<file path="config.mk">
export PLATFORM = sky130hd
export DESIGN_NAME = postfix_stack_evaluator
export DESIGN_NICKNAME = d
export VERILOG_FILES = /design/src/rtl/pse_pkg.sv /design/src/rtl/pse_ram.sv /design/src/rtl/pse_front.sv /design/src/rtl/pse_mul.sv /design/src/rtl/pse_div.sv /design/src/rtl/pse_back.sv /design/src/rtl/postfix_stack_evaluator.sv
export SDC_FILE = /design/constraint.sdc
export NUM_CORES = 2
export LEC_CHECK = 0
export BUFFER_PORTS_ARGS = -buffer_cell sky130_fd_sc_hd__buf_4
export CORE_MARGIN = 2
export CORE_UTILIZATION = 35
export CTS_CLUSTER_DIAMETER = 40
export DETAILED_ROUTE_END_ITERATION = 6
export PLACE_DENSITY = 0.52
export SKIP_CTS_REPAIR_TIMING = 1
export SYNTH_ARGS = -nofsm -noshare
export SYNTH_HDL_FRONTEND = slang
export SYNTH_SLANG_ARGS = --single-unit
</file>
<file path="constraint.sdc">
create_clock -name clk -period 10.1 [get_ports clk]
set_input_delay 1.01 -clock clk [delete_from_list [all_inputs] [get_ports clk]]
set_output_delay 1.01 -clock clk [all_outputs]
set_load 0.01 [all_outputs]
</file>
<file path="src/rtl/pse_pkg.sv">
`default_nettype none
// ----------------------------------------------------------------------------
// pse_pkg
// shared types and constants of the postfix stack evaluator
// ----------------------------------------------------------------------------
package pse_pkg;

	// symbol characters
	localparam logic [7:0] CH_ZERO  = 8'd48;
	localparam logic [7:0] CH_NINE  = 8'd57;
	localparam logic [7:0] CH_PLUS  = 8'd43;
	localparam logic [7:0] CH_MINUS = 8'd45;
	localparam logic [7:0] CH_STAR  = 8'd42;
	localparam logic [7:0] CH_SLASH = 8'd47;
	localparam logic [7:0] CH_PCT   = 8'd37;
	localparam logic [7:0] CH_CARET = 8'd94;

	// depth of the queue between front and back
	localparam int QUEUE_DEPTH = 2;

	// result port widths
	localparam int RESULT_W = 32;
	localparam int DEPTH_W  = 5;

	typedef enum logic [2:0] {
		STAT_OK    = 3'd0,
		STAT_UNDER = 3'd1,
		STAT_OVER  = 3'd2,
		STAT_DIVZ  = 3'd3,
		STAT_BAD   = 3'd4
	} status_t;

	typedef enum logic [2:0] {
		OP_PUSH,
		OP_ADD,
		OP_SUB,
		OP_MUL,
		OP_DIV,
		OP_MOD,
		OP_POW,
		OP_BAD
	} op_t;

	// classified symbol handed from front to back
	typedef struct packed {
		op_t        op;
		logic [3:0] digit;
		logic       last;
	} item_t;

	typedef enum logic [2:0] {
		S_IDLE,
		S_READ,
		S_MUL,
		S_DIV,
		S_POW_CHK,
		S_POW_MA,
		S_POW_SQ,
		S_FIN
	} state_t;

endpackage
`default_nettype wire

</file>
<file path="src/rtl/pse_ram.sv">
`default_nettype none
// ----------------------------------------------------------------------------
// pse_ram
// generic single write port, single read port ram with registered read
// ----------------------------------------------------------------------------
module pse_ram #(
	parameter int WIDTH = 32,
	parameter int DEPTH = 16
) (
	input  wire logic                     clk,
	input  wire logic                     we,
	input  wire logic [$clog2(DEPTH)-1:0] waddr,
	input  wire logic [WIDTH-1:0]         wdata,
	input  wire logic [$clog2(DEPTH)-1:0] raddr,
	output logic      [WIDTH-1:0]         rdata
);

	logic [WIDTH-1:0] mem_q [DEPTH];

	always_ff @(posedge clk) begin
		if (we) begin
			mem_q[waddr] <= wdata;
		end
		rdata <= mem_q[raddr];
	end

endmodule
`default_nettype wire

</file>
<file path="src/rtl/pse_front.sv">
`default_nettype none
// ----------------------------------------------------------------------------
// pse_front
// takes symbols, classifies them and queues them for the back end
// ----------------------------------------------------------------------------
module pse_front
	import pse_pkg::*;
(
	input  wire logic       clk,
	input  wire logic       arst_n,
	input  wire logic [7:0] symbol,
	input  wire logic       last_symbol,
	input  wire logic       push,
	output logic            full,
	output logic            head_valid,
	output item_t           head,
	input  wire logic       head_pop
);

	localparam int PW = $clog2(QUEUE_DEPTH);
	localparam int CW = $clog2(QUEUE_DEPTH + 1);

	item_t          entry_q [QUEUE_DEPTH];
	logic [PW-1:0]  wr_ptr_q;
	logic [PW-1:0]  rd_ptr_q;
	logic [CW-1:0]  count_q;
	item_t          cls;
	logic           do_push;
	logic           do_pop;

	// symbol classification
	always_comb begin
		cls.last  = last_symbol;
		cls.digit = '0;
		cls.op    = OP_BAD;
		if (symbol inside {[CH_ZERO:CH_NINE]}) begin
			cls.op    = OP_PUSH;
			cls.digit = 4'(symbol - CH_ZERO);
		end else begin
			case (symbol)
				CH_PLUS:  cls.op = OP_ADD;
				CH_MINUS: cls.op = OP_SUB;
				CH_STAR:  cls.op = OP_MUL;
				CH_SLASH: cls.op = OP_DIV;
				CH_PCT:   cls.op = OP_MOD;
				CH_CARET: cls.op = OP_POW;
				default:  cls.op = OP_BAD;
			endcase
		end
	end

	assign full       = (count_q == CW'(QUEUE_DEPTH));
	assign head_valid = (count_q != '0);
	assign head       = entry_q[rd_ptr_q];
	assign do_push    = push && !full;
	assign do_pop     = head_pop && head_valid;

	always_ff @(posedge clk) begin
		if (do_push) begin
			entry_q[wr_ptr_q] <= cls;
		end
	end

	always_ff @(posedge clk or negedge arst_n) begin
		if (!arst_n) begin
			wr_ptr_q <= '0;
			rd_ptr_q <= '0;
			count_q  <= '0;
		end else begin
			if (do_push) begin
				wr_ptr_q <= wr_ptr_q + 1'b1;
			end
			if (do_pop) begin
				rd_ptr_q <= rd_ptr_q + 1'b1;
			end
			if (do_push && !do_pop) begin
				count_q <= count_q + 1'b1;
			end else if (do_pop && !do_push) begin
				count_q <= count_q - 1'b1;
			end
		end
	end

endmodule
`default_nettype wire

</file>
<file path="src/rtl/pse_mul.sv">
`default_nettype none
// ----------------------------------------------------------------------------
// pse_mul
// iterative wrapping multiplier, one 8-bit slice of the multiplier a cycle
// ----------------------------------------------------------------------------
module pse_mul #(
	parameter int DATA_WIDTH = 32
) (
	input  wire logic                  clk,
	input  wire logic                  arst_n,
	input  wire logic                  start,
	input  wire logic [DATA_WIDTH-1:0] op_a,
	input  wire logic [DATA_WIDTH-1:0] op_b,
	output logic                       done,
	output logic      [DATA_WIDTH-1:0] prod
);

	localparam int MB = 8;

	logic                     busy_q;
	logic                     done_q;
	logic [DATA_WIDTH-1:0]    a_sh_q;
	logic [DATA_WIDTH-1:0]    b_sh_q;
	logic [DATA_WIDTH-1:0]    acc_q;
	logic [DATA_WIDTH+MB-1:0] partial;
	logic [DATA_WIDTH-1:0]    b_next;

	assign partial = a_sh_q * b_sh_q[MB-1:0];
	assign b_next  = b_sh_q >> MB;
	assign done    = done_q;
	assign prod    = acc_q;

	always_ff @(posedge clk) begin
		if (start) begin
			a_sh_q <= op_a;
			b_sh_q <= op_b;
			acc_q  <= '0;
		end else if (busy_q) begin
			a_sh_q <= a_sh_q << MB;
			b_sh_q <= b_next;
			acc_q  <= acc_q + partial[DATA_WIDTH-1:0];
		end
	end

	always_ff @(posedge clk or negedge arst_n) begin
		if (!arst_n) begin
			busy_q <= 1'b0;
			done_q <= 1'b0;
		end else begin
			done_q <= 1'b0;
			if (start) begin
				busy_q <= 1'b1;
			end else if (busy_q && (b_next == '0)) begin
				busy_q <= 1'b0;
				done_q <= 1'b1;
			end
		end
	end

endmodule
`default_nettype wire

</file>
<file path="src/rtl/pse_div.sv">
`default_nettype none
// ----------------------------------------------------------------------------
// pse_div
// restoring signed divider, one quotient bit a cycle, truncating toward zero
// ----------------------------------------------------------------------------
module pse_div #(
	parameter int DATA_WIDTH = 32
) (
	input  wire logic                  clk,
	input  wire logic                  arst_n,
	input  wire logic                  start,
	input  wire logic [DATA_WIDTH-1:0] dividend,
	input  wire logic [DATA_WIDTH-1:0] divisor,
	output logic                       done,
	output logic      [DATA_WIDTH-1:0] quotient,
	output logic      [DATA_WIDTH-1:0] remainder
);

	localparam int CW = $clog2(DATA_WIDTH + 1);

	logic                  busy_q;
	logic                  done_q;
	logic [CW-1:0]         cnt_q;
	logic [DATA_WIDTH-1:0] quo_q;
	logic [DATA_WIDTH-1:0] rem_q;
	logic [DATA_WIDTH-1:0] dvs_q;
	logic                  neg_q_q;
	logic                  neg_r_q;
	logic [DATA_WIDTH:0]   rem_sh;
	logic                  ge;
	logic [DATA_WIDTH:0]   rem_sub;

	function automatic logic [DATA_WIDTH-1:0] mag(input logic [DATA_WIDTH-1:0] v);
		return v[DATA_WIDTH-1] ? (~v + 1'b1) : v;
	endfunction

	assign rem_sh  = {rem_q, quo_q[DATA_WIDTH-1]};
	assign ge      = (rem_sh >= {1'b0, dvs_q});
	assign rem_sub = rem_sh - {1'b0, dvs_q};

	assign done      = done_q;
	assign quotient  = neg_q_q ? (~quo_q + 1'b1) : quo_q;
	assign remainder = neg_r_q ? (~rem_q + 1'b1) : rem_q;

	always_ff @(posedge clk) begin
		if (start) begin
			quo_q   <= mag(dividend);
			rem_q   <= '0;
			dvs_q   <= mag(divisor);
			neg_q_q <= dividend[DATA_WIDTH-1] ^ divisor[DATA_WIDTH-1];
			neg_r_q <= dividend[DATA_WIDTH-1];
		end else if (busy_q) begin
			quo_q <= {quo_q[DATA_WIDTH-2:0], ge};
			rem_q <= ge ? rem_sub[DATA_WIDTH-1:0] : rem_sh[DATA_WIDTH-1:0];
		end
	end

	always_ff @(posedge clk or negedge arst_n) begin
		if (!arst_n) begin
			busy_q <= 1'b0;
			done_q <= 1'b0;
			cnt_q  <= '0;
		end else begin
			done_q <= 1'b0;
			if (start) begin
				busy_q <= 1'b1;
				cnt_q  <= CW'(DATA_WIDTH);
			end else if (busy_q) begin
				cnt_q <= cnt_q - 1'b1;
				if (cnt_q == CW'(1)) begin
					busy_q <= 1'b0;
					done_q <= 1'b1;
				end
			end
		end
	end

endmodule
`default_nettype wire

</file>
<file path="src/rtl/pse_back.sv">
`default_nettype none
// ----------------------------------------------------------------------------
// pse_back
// carries out classified symbols on the operand stack and holds the result
// ----------------------------------------------------------------------------
module pse_back
	import pse_pkg::*;
#(
	parameter int STACK_DEPTH = 16,
	parameter int DATA_WIDTH  = 32
) (
	input  wire logic                clk,
	input  wire logic                arst_n,
	input  wire logic                head_valid,
	input  wire item_t               head,
	output logic                     head_pop,
	output logic                     out_valid,
	output logic signed [RESULT_W-1:0] out_value,
	output status_t                  out_status,
	output logic        [DEPTH_W-1:0] out_depth,
	input  wire logic                out_pop
);

	localparam int SPW = $clog2(STACK_DEPTH + 1);
	localparam int AW  = $clog2(STACK_DEPTH);
	localparam int DW  = DATA_WIDTH;

	state_t          state_q, state_d;
	logic [SPW-1:0]  sp_q, sp_d;
	logic [DW-1:0]   tos_q, tos_d;
	status_t         err_q, err_d;
	item_t           cur_q, cur_d;
	logic [DW-1:0]   acc_q, acc_d;
	logic [DW-1:0]   base_q, base_d;
	logic [DW-1:0]   e_q, e_d;

	logic                       out_valid_q;
	logic signed [RESULT_W-1:0] out_value_q, out_value_d;
	status_t                    out_status_q, out_status_d;
	logic [DEPTH_W-1:0]         out_depth_q, out_depth_d;
	logic                       out_load;

	logic            start;
	logic            go_read;
	logic            sp_lt2;
	logic            sp_full;
	logic            e_hi_zero;
	state_t          fin_or_idle;

	logic            ram_we;
	logic [AW-1:0]   ram_waddr;
	logic [AW-1:0]   ram_raddr;
	logic [DW-1:0]   ram_rdata;

	logic            mul_start;
	logic [DW-1:0]   mul_a, mul_b;
	logic            mul_done;
	logic [DW-1:0]   mul_prod;

	logic            div_start;
	logic            div_done;
	logic [DW-1:0]   div_quo, div_rem;

	assign sp_lt2      = (sp_q < SPW'(2));
	assign sp_full     = (sp_q == SPW'(STACK_DEPTH));
	assign e_hi_zero   = ((e_q >> 1) == '0);
	assign fin_or_idle = cur_q.last ? S_FIN : S_IDLE;
	assign start       = (state_q == S_IDLE) && head_valid && (!head.last || !out_valid_q);
	assign go_read     = (err_q == STAT_OK) && (head.op != OP_PUSH) && (head.op != OP_BAD)
		&& !sp_lt2;
	assign ram_waddr   = AW'(sp_q - 1'b1);
	assign ram_raddr   = AW'(sp_q - SPW'(2));
	assign head_pop    = start;

	// next state
	always_comb begin
		state_d = state_q;
		case (state_q)
			S_IDLE: begin
				if (start) begin
					if (go_read) begin
						state_d = S_READ;
					end else if (head.last) begin
						state_d = S_FIN;
					end
				end
			end
			S_READ: begin
				case (cur_q.op)
					OP_MUL: state_d = S_MUL;
					OP_DIV, OP_MOD: begin
						state_d = (tos_q == '0) ? fin_or_idle : S_DIV;
					end
					OP_POW: begin
						state_d = tos_q[DW-1] ? fin_or_idle : S_POW_CHK;
					end
					default: state_d = fin_or_idle;
				endcase
			end
			S_MUL: begin
				if (mul_done) begin
					state_d = fin_or_idle;
				end
			end
			S_DIV: begin
				if (div_done) begin
					state_d = fin_or_idle;
				end
			end
			S_POW_CHK: begin
				if (e_q == '0) begin
					state_d = fin_or_idle;
				end else if (e_q[0]) begin
					state_d = S_POW_MA;
				end else begin
					state_d = S_POW_SQ;
				end
			end
			S_POW_MA: begin
				if (mul_done) begin
					state_d = e_hi_zero ? S_POW_CHK : S_POW_SQ;
				end
			end
			S_POW_SQ: begin
				if (mul_done) begin
					state_d = S_POW_CHK;
				end
			end
			S_FIN:   state_d = S_IDLE;
			default: state_d = S_IDLE;
		endcase
	end

	// datapath control
	always_comb begin
		sp_d         = sp_q;
		tos_d        = tos_q;
		err_d        = err_q;
		cur_d        = cur_q;
		acc_d        = acc_q;
		base_d       = base_q;
		e_d          = e_q;
		ram_we       = 1'b0;
		mul_start    = 1'b0;
		mul_a        = base_q;
		mul_b        = base_q;
		div_start    = 1'b0;
		out_load     = 1'b0;
		out_value_d  = '0;
		out_status_d = err_q;
		out_depth_d  = DEPTH_W'(sp_q);
		case (state_q)
			S_IDLE: begin
				if (start) begin
					cur_d = head;
					if (err_q == STAT_OK) begin
						case (head.op)
							OP_PUSH: begin
								if (sp_full) begin
									err_d = STAT_OVER;
								end else begin
									ram_we = (sp_q != '0);
									tos_d  = DW'(head.digit);
									sp_d   = sp_q + 1'b1;
								end
							end
							OP_BAD: err_d = STAT_BAD;
							default: begin
								if (sp_lt2) begin
									err_d = STAT_UNDER;
								end
							end
						endcase
					end
				end
			end
			S_READ: begin
				case (cur_q.op)
					OP_ADD: begin
						tos_d = ram_rdata + tos_q;
						sp_d  = sp_q - 1'b1;
					end
					OP_SUB: begin
						tos_d = ram_rdata - tos_q;
						sp_d  = sp_q - 1'b1;
					end
					OP_MUL: begin
						mul_start = 1'b1;
						mul_a     = ram_rdata;
						mul_b     = tos_q;
					end
					OP_DIV, OP_MOD: begin
						if (tos_q == '0) begin
							err_d = STAT_DIVZ;
						end else begin
							div_start = 1'b1;
						end
					end
					OP_POW: begin
						if (tos_q[DW-1]) begin
							tos_d = DW'(1);
							sp_d  = sp_q - 1'b1;
						end else begin
							acc_d  = DW'(1);
							base_d = ram_rdata;
							e_d    = tos_q;
						end
					end
					default: begin
					end
				endcase
			end
			S_MUL: begin
				if (mul_done) begin
					tos_d = mul_prod;
					sp_d  = sp_q - 1'b1;
				end
			end
			S_DIV: begin
				if (div_done) begin
					tos_d = (cur_q.op == OP_MOD) ? div_rem : div_quo;
					sp_d  = sp_q - 1'b1;
				end
			end
			S_POW_CHK: begin
				if (e_q == '0) begin
					tos_d = acc_q;
					sp_d  = sp_q - 1'b1;
				end else begin
					mul_start = 1'b1;
					if (e_q[0]) begin
						mul_a = acc_q;
					end
				end
			end
			S_POW_MA: begin
				if (mul_done) begin
					acc_d = mul_prod;
					if (e_hi_zero) begin
						e_d = '0;
					end else begin
						mul_start = 1'b1;
					end
				end
			end
			S_POW_SQ: begin
				if (mul_done) begin
					base_d = mul_prod;
					e_d    = e_q >> 1;
				end
			end
			S_FIN: begin
				out_load = 1'b1;
				if (err_q == STAT_OK && sp_q != '0) begin
					out_value_d  = RESULT_W'($signed(tos_q));
					out_status_d = STAT_OK;
					out_depth_d  = DEPTH_W'(sp_q - 1'b1);
				end else if (err_q == STAT_OK) begin
					out_status_d = STAT_UNDER;
				end
				sp_d  = '0;
				err_d = STAT_OK;
			end
			default: begin
			end
		endcase
	end

	always_ff @(posedge clk) begin
		tos_q  <= tos_d;
		cur_q  <= cur_d;
		acc_q  <= acc_d;
		base_q <= base_d;
		e_q    <= e_d;
		if (out_load) begin
			out_value_q  <= out_value_d;
			out_status_q <= out_status_d;
			out_depth_q  <= out_depth_d;
		end
	end

	always_ff @(posedge clk or negedge arst_n) begin
		if (!arst_n) begin
			state_q     <= S_IDLE;
			sp_q        <= '0;
			err_q       <= STAT_OK;
			out_valid_q <= 1'b0;
		end else begin
			state_q <= state_d;
			sp_q    <= sp_d;
			err_q   <= err_d;
			if (out_load) begin
				out_valid_q <= 1'b1;
			end else if (out_pop) begin
				out_valid_q <= 1'b0;
			end
		end
	end

	assign out_valid  = out_valid_q;
	assign out_value  = out_value_q;
	assign out_status = out_status_q;
	assign out_depth  = out_depth_q;

	// entries below the top; the top itself lives in tos_q
	pse_ram #(
		.WIDTH (DW),
		.DEPTH (STACK_DEPTH)
	) u_stack (
		.clk   (clk),
		.we    (ram_we),
		.waddr (ram_waddr),
		.wdata (tos_q),
		.raddr (ram_raddr),
		.rdata (ram_rdata)
	);

	pse_mul #(
		.DATA_WIDTH (DW)
	) u_mul (
		.clk    (clk),
		.arst_n (arst_n),
		.start  (mul_start),
		.op_a   (mul_a),
		.op_b   (mul_b),
		.done   (mul_done),
		.prod   (mul_prod)
	);

	pse_div #(
		.DATA_WIDTH (DW)
	) u_div (
		.clk       (clk),
		.arst_n    (arst_n),
		.start     (div_start),
		.dividend  (ram_rdata),
		.divisor   (tos_q),
		.done      (div_done),
		.quotient  (div_quo),
		.remainder (div_rem)
	);

endmodule
`default_nettype wire

</file>
<file path="src/rtl/postfix_stack_evaluator.sv">
`default_nettype none
// ----------------------------------------------------------------------------
// postfix_stack_evaluator
// evaluates postfix expressions arriving one symbol per transaction
// ----------------------------------------------------------------------------
//
// channel  | direction | handshake         | payload
// ---------+-----------+-------------------+-----------------------------------
// symbols  | in        | push / full       | symbol, last_symbol
// results  | out       | pop / empty       | result_value, status, depth_left
//
// a digit push is done in S_IDLE, + and - add a stack read in S_READ, * then
// waits in S_MUL for the multiplier, which works through the second operand in
// 8-bit slices up to its highest nonzero one (one to DATA_WIDTH/8 rounded up);
// / and % wait in S_DIV for the one-bit-a-cycle divider
// ^ runs square-and-multiply on the same 8-bit slice multiplier, up to two
// multiplies per exponent bit; the symbol marked last adds the S_FIN state
// reset leaves the stack empty with no error; stack memory needs no clearing
// a two-entry queue keeps taking symbols while the back end works or a result
// waits; only a last symbol waits for the result register to drain
// ----------------------------------------------------------------------------
module postfix_stack_evaluator
	import pse_pkg::*;
#(
	parameter int STACK_DEPTH = 16,
	parameter int DATA_WIDTH  = 32
) (
	input  wire logic                       clk,
	input  wire logic                       arst_n,
	// symbol side
	input  wire logic [7:0]                 symbol,
	input  wire logic                       last_symbol,
	input  wire logic                       push,
	output logic                            full,
	// result side
	output logic signed [RESULT_W-1:0]      result_value,
	output logic        [2:0]               status,
	output logic        [DEPTH_W-1:0]       depth_left,
	output logic                            empty,
	input  wire logic                       pop
);

	// classified symbols waiting for the back end
	item_t   head;
	logic    head_valid;
	logic    head_pop;

	// result register
	logic    out_valid;
	status_t out_status;

	// front end: classify each symbol and queue it
	pse_front u_front (
		.clk         (clk),
		.arst_n      (arst_n),
		.symbol      (symbol),
		.last_symbol (last_symbol),
		.push        (push),
		.full        (full),
		.head_valid  (head_valid),
		.head        (head),
		.head_pop    (head_pop)
	);

	// back end: stack, arithmetic units and the result register
	pse_back #(
		.STACK_DEPTH (STACK_DEPTH),
		.DATA_WIDTH  (DATA_WIDTH)
	) u_back (
		.clk        (clk),
		.arst_n     (arst_n),
		.head_valid (head_valid),
		.head       (head),
		.head_pop   (head_pop),
		.out_valid  (out_valid),
		.out_value  (result_value),
		.out_status (out_status),
		.out_depth  (depth_left),
		.out_pop    (pop)
	);

	// a result transaction is offered while the result register is loaded
	assign empty  = !out_valid;
	assign status = out_status;

endmodule
`default_nettype wire

</file>
After elaboration in Yosys (flattened, before gate mapping)
Memory sizes are Yosys's and may differ from the RTL's. A register that Yosys moved wholly into a read port is not among the register bits.
Index checks and enable logic that the tools add are counted.

storage, ports and cells
  output and inout bits = 42
  memories kept = 2
  bits of input ports = 13
  flip-flop bits (word level) = 392
  logic and storage cells = 271
  memory bits (writable) = 528

cells by class
  add/subtract/negate cells = 17
  eq/ne operators = 44
  bitwise logic cells = 5
  order comparisons = 4
  multiply operators = 1
  mux-type cells = 115
  reduce and logical (&&, ||, !) cells = 52

memories
  memory                depth  width  read ports  clocked after Yosys merged registers in  write ports  line             text
  u_back.u_stack.mem_q  16     32     1           1                                        1            pse_ram.sv:18    logic [WIDTH-1:0] mem_q [DEPTH];
  u_front.entry_q       2      8      1           0                                        1            pse_front.sv:23  item_t entry_q [QUEUE_DEPTH];

operators by type and width
  operator                                             number
  two-way mux 32 bit                                   32
  case mux 32 bit (2 select lines)                     3
  case mux 32 bit (3 select lines)                     2
  case mux 32 bit (5 select lines)                     1
  adder 32 x 1 -> 32 bit, second input constant        4
  zero test 32 bit                                     4
  inverter 32 bit                                      4
  adder 32 bit                                         2
  subtractor 32 bit                                    2
  two-way mux 3 bit                                    21
  two-way mux 31 bit                                   2
  two-way mux 5 bit                                    10
  equality test 8 x 6 -> 1 bit, second input constant  5
  greater-or-equal comparator 33 x 32 -> 1 bit         1
  multiplier 32 x 8 -> 32 bit                          1
  case mux 5 bit (6 select lines)                      1
  two-way mux 1 bit                                    29
  equality test 3 bit, second input constant           8
  case mux 3 bit (8 select lines)                      1
  != test 2 bit, second input constant                 10
  AND reduction 10 bit                                 2
  case mux 3 bit (3 select lines)                      2
  case mux 3 bit (6 select lines)                      1
  nonzero test 2 bit                                   8
  42 further kinds                                     82

Longest topological paths before layout
  depth in word-level cells = 8
  gate-level depth with buffers = 22

Hierarchy
A second synthesis with hierarchy kept.

second synthesis, totals
  cells, all modules = 4271
  area, all modules = 52654.2 um2

modules (own cells, without submodules)
  module                   cells an instance  sequential area each (um2)  instances  area an instance (um2)
  pse_ram                  838                16015.4                     1          19835.3
  pse_back                 1227               5435.2                      1          12136.6
  pse_mul                  1150               2612.5                      1          11362.1
  pse_div                  985                2822.7                      1          8350.5
  pse_front                70                 580.6                       1          965.9
  postfix_stack_evaluator  1                  0.0                         1          3.8

Least setup slack after synthesis
No wires, ideal clock.

  path kind = reg2reg
  start point = reg u_back.u_mul.b_sh_q[2]
  end point = reg u_back.u_mul.acc_q[30] (netlist: u_back.u_mul.prod[30])
  stages on the path, launching flop included = 20
  slack = 4.599 ns
  arrival time = 5.426 ns
  period minus slack after synthesis = 5.501 ns
  setup time = 0.074 ns
  cells stage by stage = edfxtp_1 -> clkbuf_1 -> clkbuf_1 -> and2_1 -> fa_1 -> fa_1 -> fa_1 -> inv_1 -> fa_1 -> inv_1 -> ha_1 -> a21o_1 -> a2111o_1 -> a311oi_1 -> o311a_1 -> nor3_1 -> o31a_1 -> o221a_2 -> mux2_2 -> o21ai_0

between the ends
  cells in the longest elaborated chain, start to end = 2

ends and longest elaborated chain
  item                         line           text
  start, declared              pse_mul.sv:23  logic [DATA_WIDTH-1:0] b_sh_q;
  start signal, assigned       pse_mul.sv:36  b_sh_q <= op_b;
  start signal, assigned       pse_mul.sv:40  b_sh_q <= b_next;
  multiplier 32 x 8 -> 32 bit  pse_mul.sv:28  assign partial = a_sh_q * b_sh_q[MB-1:0];
  adder 32 bit                 pse_mul.sv:41  acc_q <= acc_q + partial[DATA_WIDTH-1:0];
  end signal, assigned         pse_mul.sv:41
  end, declared                pse_mul.sv:24  logic [DATA_WIDTH-1:0] acc_q;

Every way passes these cells.
A chain may end at the register's enable or synchronous reset.

Worst setup path in the final report
  start point = reg u_back.u_mul.b_sh_q[3]
  end point = reg u_back.u_mul.acc_q[31] (netlist: u_back.u_mul.prod[31])

Same word-level chain as after synthesis.

==> qor.txt <==
HPWL after DPL -> 107 mm
Mapped Nets -> 4500
GP Congestion -> 0.891
DR iter-0 viols -> 3444
Metal2 WL -> 76.0 mm
CP Capture Point -> u_back.u_mul.prod[31]
Max Slew Vio Count -> 0
Synth area leaders -> edfxtp_1 (48%), fa_1 (7.3%), mux4_2 (7.0%)
Clock-pin transition on the worst setup and hold timing paths -> 0.06 ns
Clk_skew -> 0.0506 ns
Fin. Hold Viols -> 0
Number of synthesized flops with an enable pin -> 829
Final Setup Violations -> 0
R2R cell count -> 16
Post-layout min period -> 6.55 ns
Root Driver -> clkbuf_16
Io pins -> 55
Most frequent cell on the critical path -> fa_1
Maximum fanout along the worst path -> 29
CP Capture Type -> flop
Commonest non-fill, non-tap cells in the layout -> edfxtp_1 (829), nand2_1 (415), inv_1 (315)
Crit path DAT -> 7.18 ns
Die ar. -> 0.151 mm²
CP max stage cell -> edfxtp_1
Htree depth -> 4
Cells after Synth -> 4179
Outcome -> completed
Die Wd -> 389 µm
Highest routed layer -> met4
CP Class -> reg -> reg
Gr usage total -> 21.3%
Largest net degree at the start of global routing -> 93
Synth Cell Area -> 0.0518 mm²
Layout area overhead -> 15.7%
Min-delay worst type -> in -> async
Initial antenna violation count -> 4
Routed Antenna Nets -> 0
Final std cells w/o fill -> 6311
Fmax -> 153 MHz
Seq cells post-synth -> 951
Vias in the first global route -> 35000
Commonest non-fill, non-tap cell in the layout -> edfxtp_1
Fraction of registers with async set/reset -> 2.73%
R2R Setup Slk -> 3.55 ns
Num CTS Buffers -> 149
Critical Path Start Type -> flop
Yosys warnings -> 0
RSZ-0062 raised after global routing -> no
Clock buffer depth -> 3
Setup_tns -> 0 ns
Sink Count -> 951
Drt drc -> 0
CP required -> 10.73 ns
Port-buffer cells -> 54
Worst R2R End -> u_back.u_mul.prod[31]
Fraction of layout cells with a size suffix above 1 -> 14.5%
Total wire length -> 160 mm
Die H -> 389 µm
Yosys cell types -> 90
Seq/Total Area, Yosys -> 53.0%
Global-route wire length before repair -> 237 mm
Met3 Wirelength -> 10.1 mm
Critical path origin -> u_back.u_mul.b_sh_q[3]
Via density -> 5.50
Slew HR -> 20.8%
Gr ovfl total -> 0
CORE AREA -> 0.147 mm²
Initial Utilization -> 35.2%
Via Count -> 34700
Drt pass-1 iters -> 6
Worst Max-Slew Pin Slew -> 1.18 ns
CTS tree -> built
Worst r2r src -> u_back.u_mul.b_sh_q[3]
Total of max-cap violations -> 0
Avg WL per Cell -> 25.4 µm
Worst-skew pair later-pin latency -> 0.80 ns
Critical Path, Cell by Cell -> and2_1, fa_1, fa_1, fa_1, inv_1, fa_1, inv_1, ha_1, a2111o_1, o21ai_0, a211oi_1, o41ai_1, o21ai_0, a31oi_1, xnor2_1, o21ai_0
Area leader, netlist -> edfxtp_1
Mapped Avg Cell Area -> 12.4 µm²
Ys flop type -> edfxtp_1
Dpl cells -> 6031
Top-area cell type share of the netlist area -> 48.0%
Row count -> 141
M1 WL -> 69.2 mm
Nets@finish -> 4573
Final Cycle Share -> 64.8%
Setup ws final -> 3.55 ns
Crit-path max cell delay -> 1.03 ns
Hold_ws -> 0.197 ns
Pre-CTS WS -> 3.61 ns
[final cells by class]
type	instances	area, µm²
fill	13700	87400
inverter	319	1200
clock buffer	174	3900
tap	1930	2410
clock inverter	105	1360
antenna	1	2.50
multi-input combinational	2683	22500
sequential	951	27500
timing repair buffer	148	1110
[sequential cells by signal (all words and copies together) (netlist names), 5 cells and up]
name,flops
u_back.acc_q,32
u_back.base_q,32
u_back.e_q,31
u_back.out_depth,5
u_back.out_value,32
u_back.sp_q,5
u_back.tos_q,32
u_back.u_div.cnt_q,6
u_back.u_div.dvs_q,32
u_back.u_div.quo_q,32
u_back.u_div.rem_q,32
u_back.u_mul.a_sh_q,32
u_back.u_mul.b_sh_q,32
u_back.u_mul.prod,32
u_back.u_stack.mem_q,512
u_back.u_stack.rdata,32
u_front.entry_q,16
[layer usage]
metal  vias to the layer above  global-route usage [%]
met5                         -                       0
met4                         0                    6.81
met3                       260                    3.70
met2                      1201                    34.7
met1                     17900                    28.9
li1                      15400                       -
[worst max-delay path: cells and delay by family, from the launching register on]
family,cells,cell delay (ns)
AO/OA/AOI/OAI,7,2.60
XOR/XNOR,1,0.13
adder cells (fa/ha/maj),5,2.26
buffers and inverters,2,0.09
flip-flops,1,1.03
AND/OR/NAND/NOR,1,0.27
[cell families after synthesis]
logic type / count (synthesis) / synth area share [%]
xor gates and xnor gates: 250 / 4.22
AOI/OAI and AO/OA: 754 / 9.43
buffers and inverters: 545 / 4.04
DFF: 951 / 53.0
and+or+nand+nor: 1124 / 10.5
muxes: 247 / 8.66
adders and majority gates: 308 / 10.2
[worst min-delay path by stage]
stage          depth (start not counted)                     to  slack (ns)
2_1_floorplan                          0   u_back.u_div.neg_r_q        0.41
3_3_place_gp                           0   u_back.out_status[2]        0.47
3_5_place_dp                           0   u_back.out_status[2]        0.47
4_1_cts                                1  u_back.u_div.cnt_q[0]        0.13
5_1_grt                                1  u_back.u_div.cnt_q[0]        0.18
6_report                               1      u_back.u_div.done        0.20
[stage by stage]
step / utilization [%] / area [µm²]
6_report: 40.7 / 59900
5_1_grt: 40.7 / 59900
4_1_cts: 40.7 / 59900
3_5_place_dp: 37.1 / 54700
3_3_place_gp: 37.1 / 54700
2_1_floorplan: - / 51800
[synth_stat cells, types with 39 or more instances]
cell      instances
and3_1           52
clkbuf_1        184
fa_1            188
mux4_2          160
and2_1          181
a21o_1           54
a21oi_1         148
o31ai_1          51
mux2i_1          78
nand2_1         416
xor2_1          121
edfxtp_1        829
a31oi_1          59
nor3_1           39
dfxtp_1          96
nor2_1          226
xnor2_1         129
inv_1           317
o21ai_0         213
ha_1            120
Power is left out: the tool's default activity adds up to more than one toggle a clock period on the data nets, which glitch-free logic cannot reach.
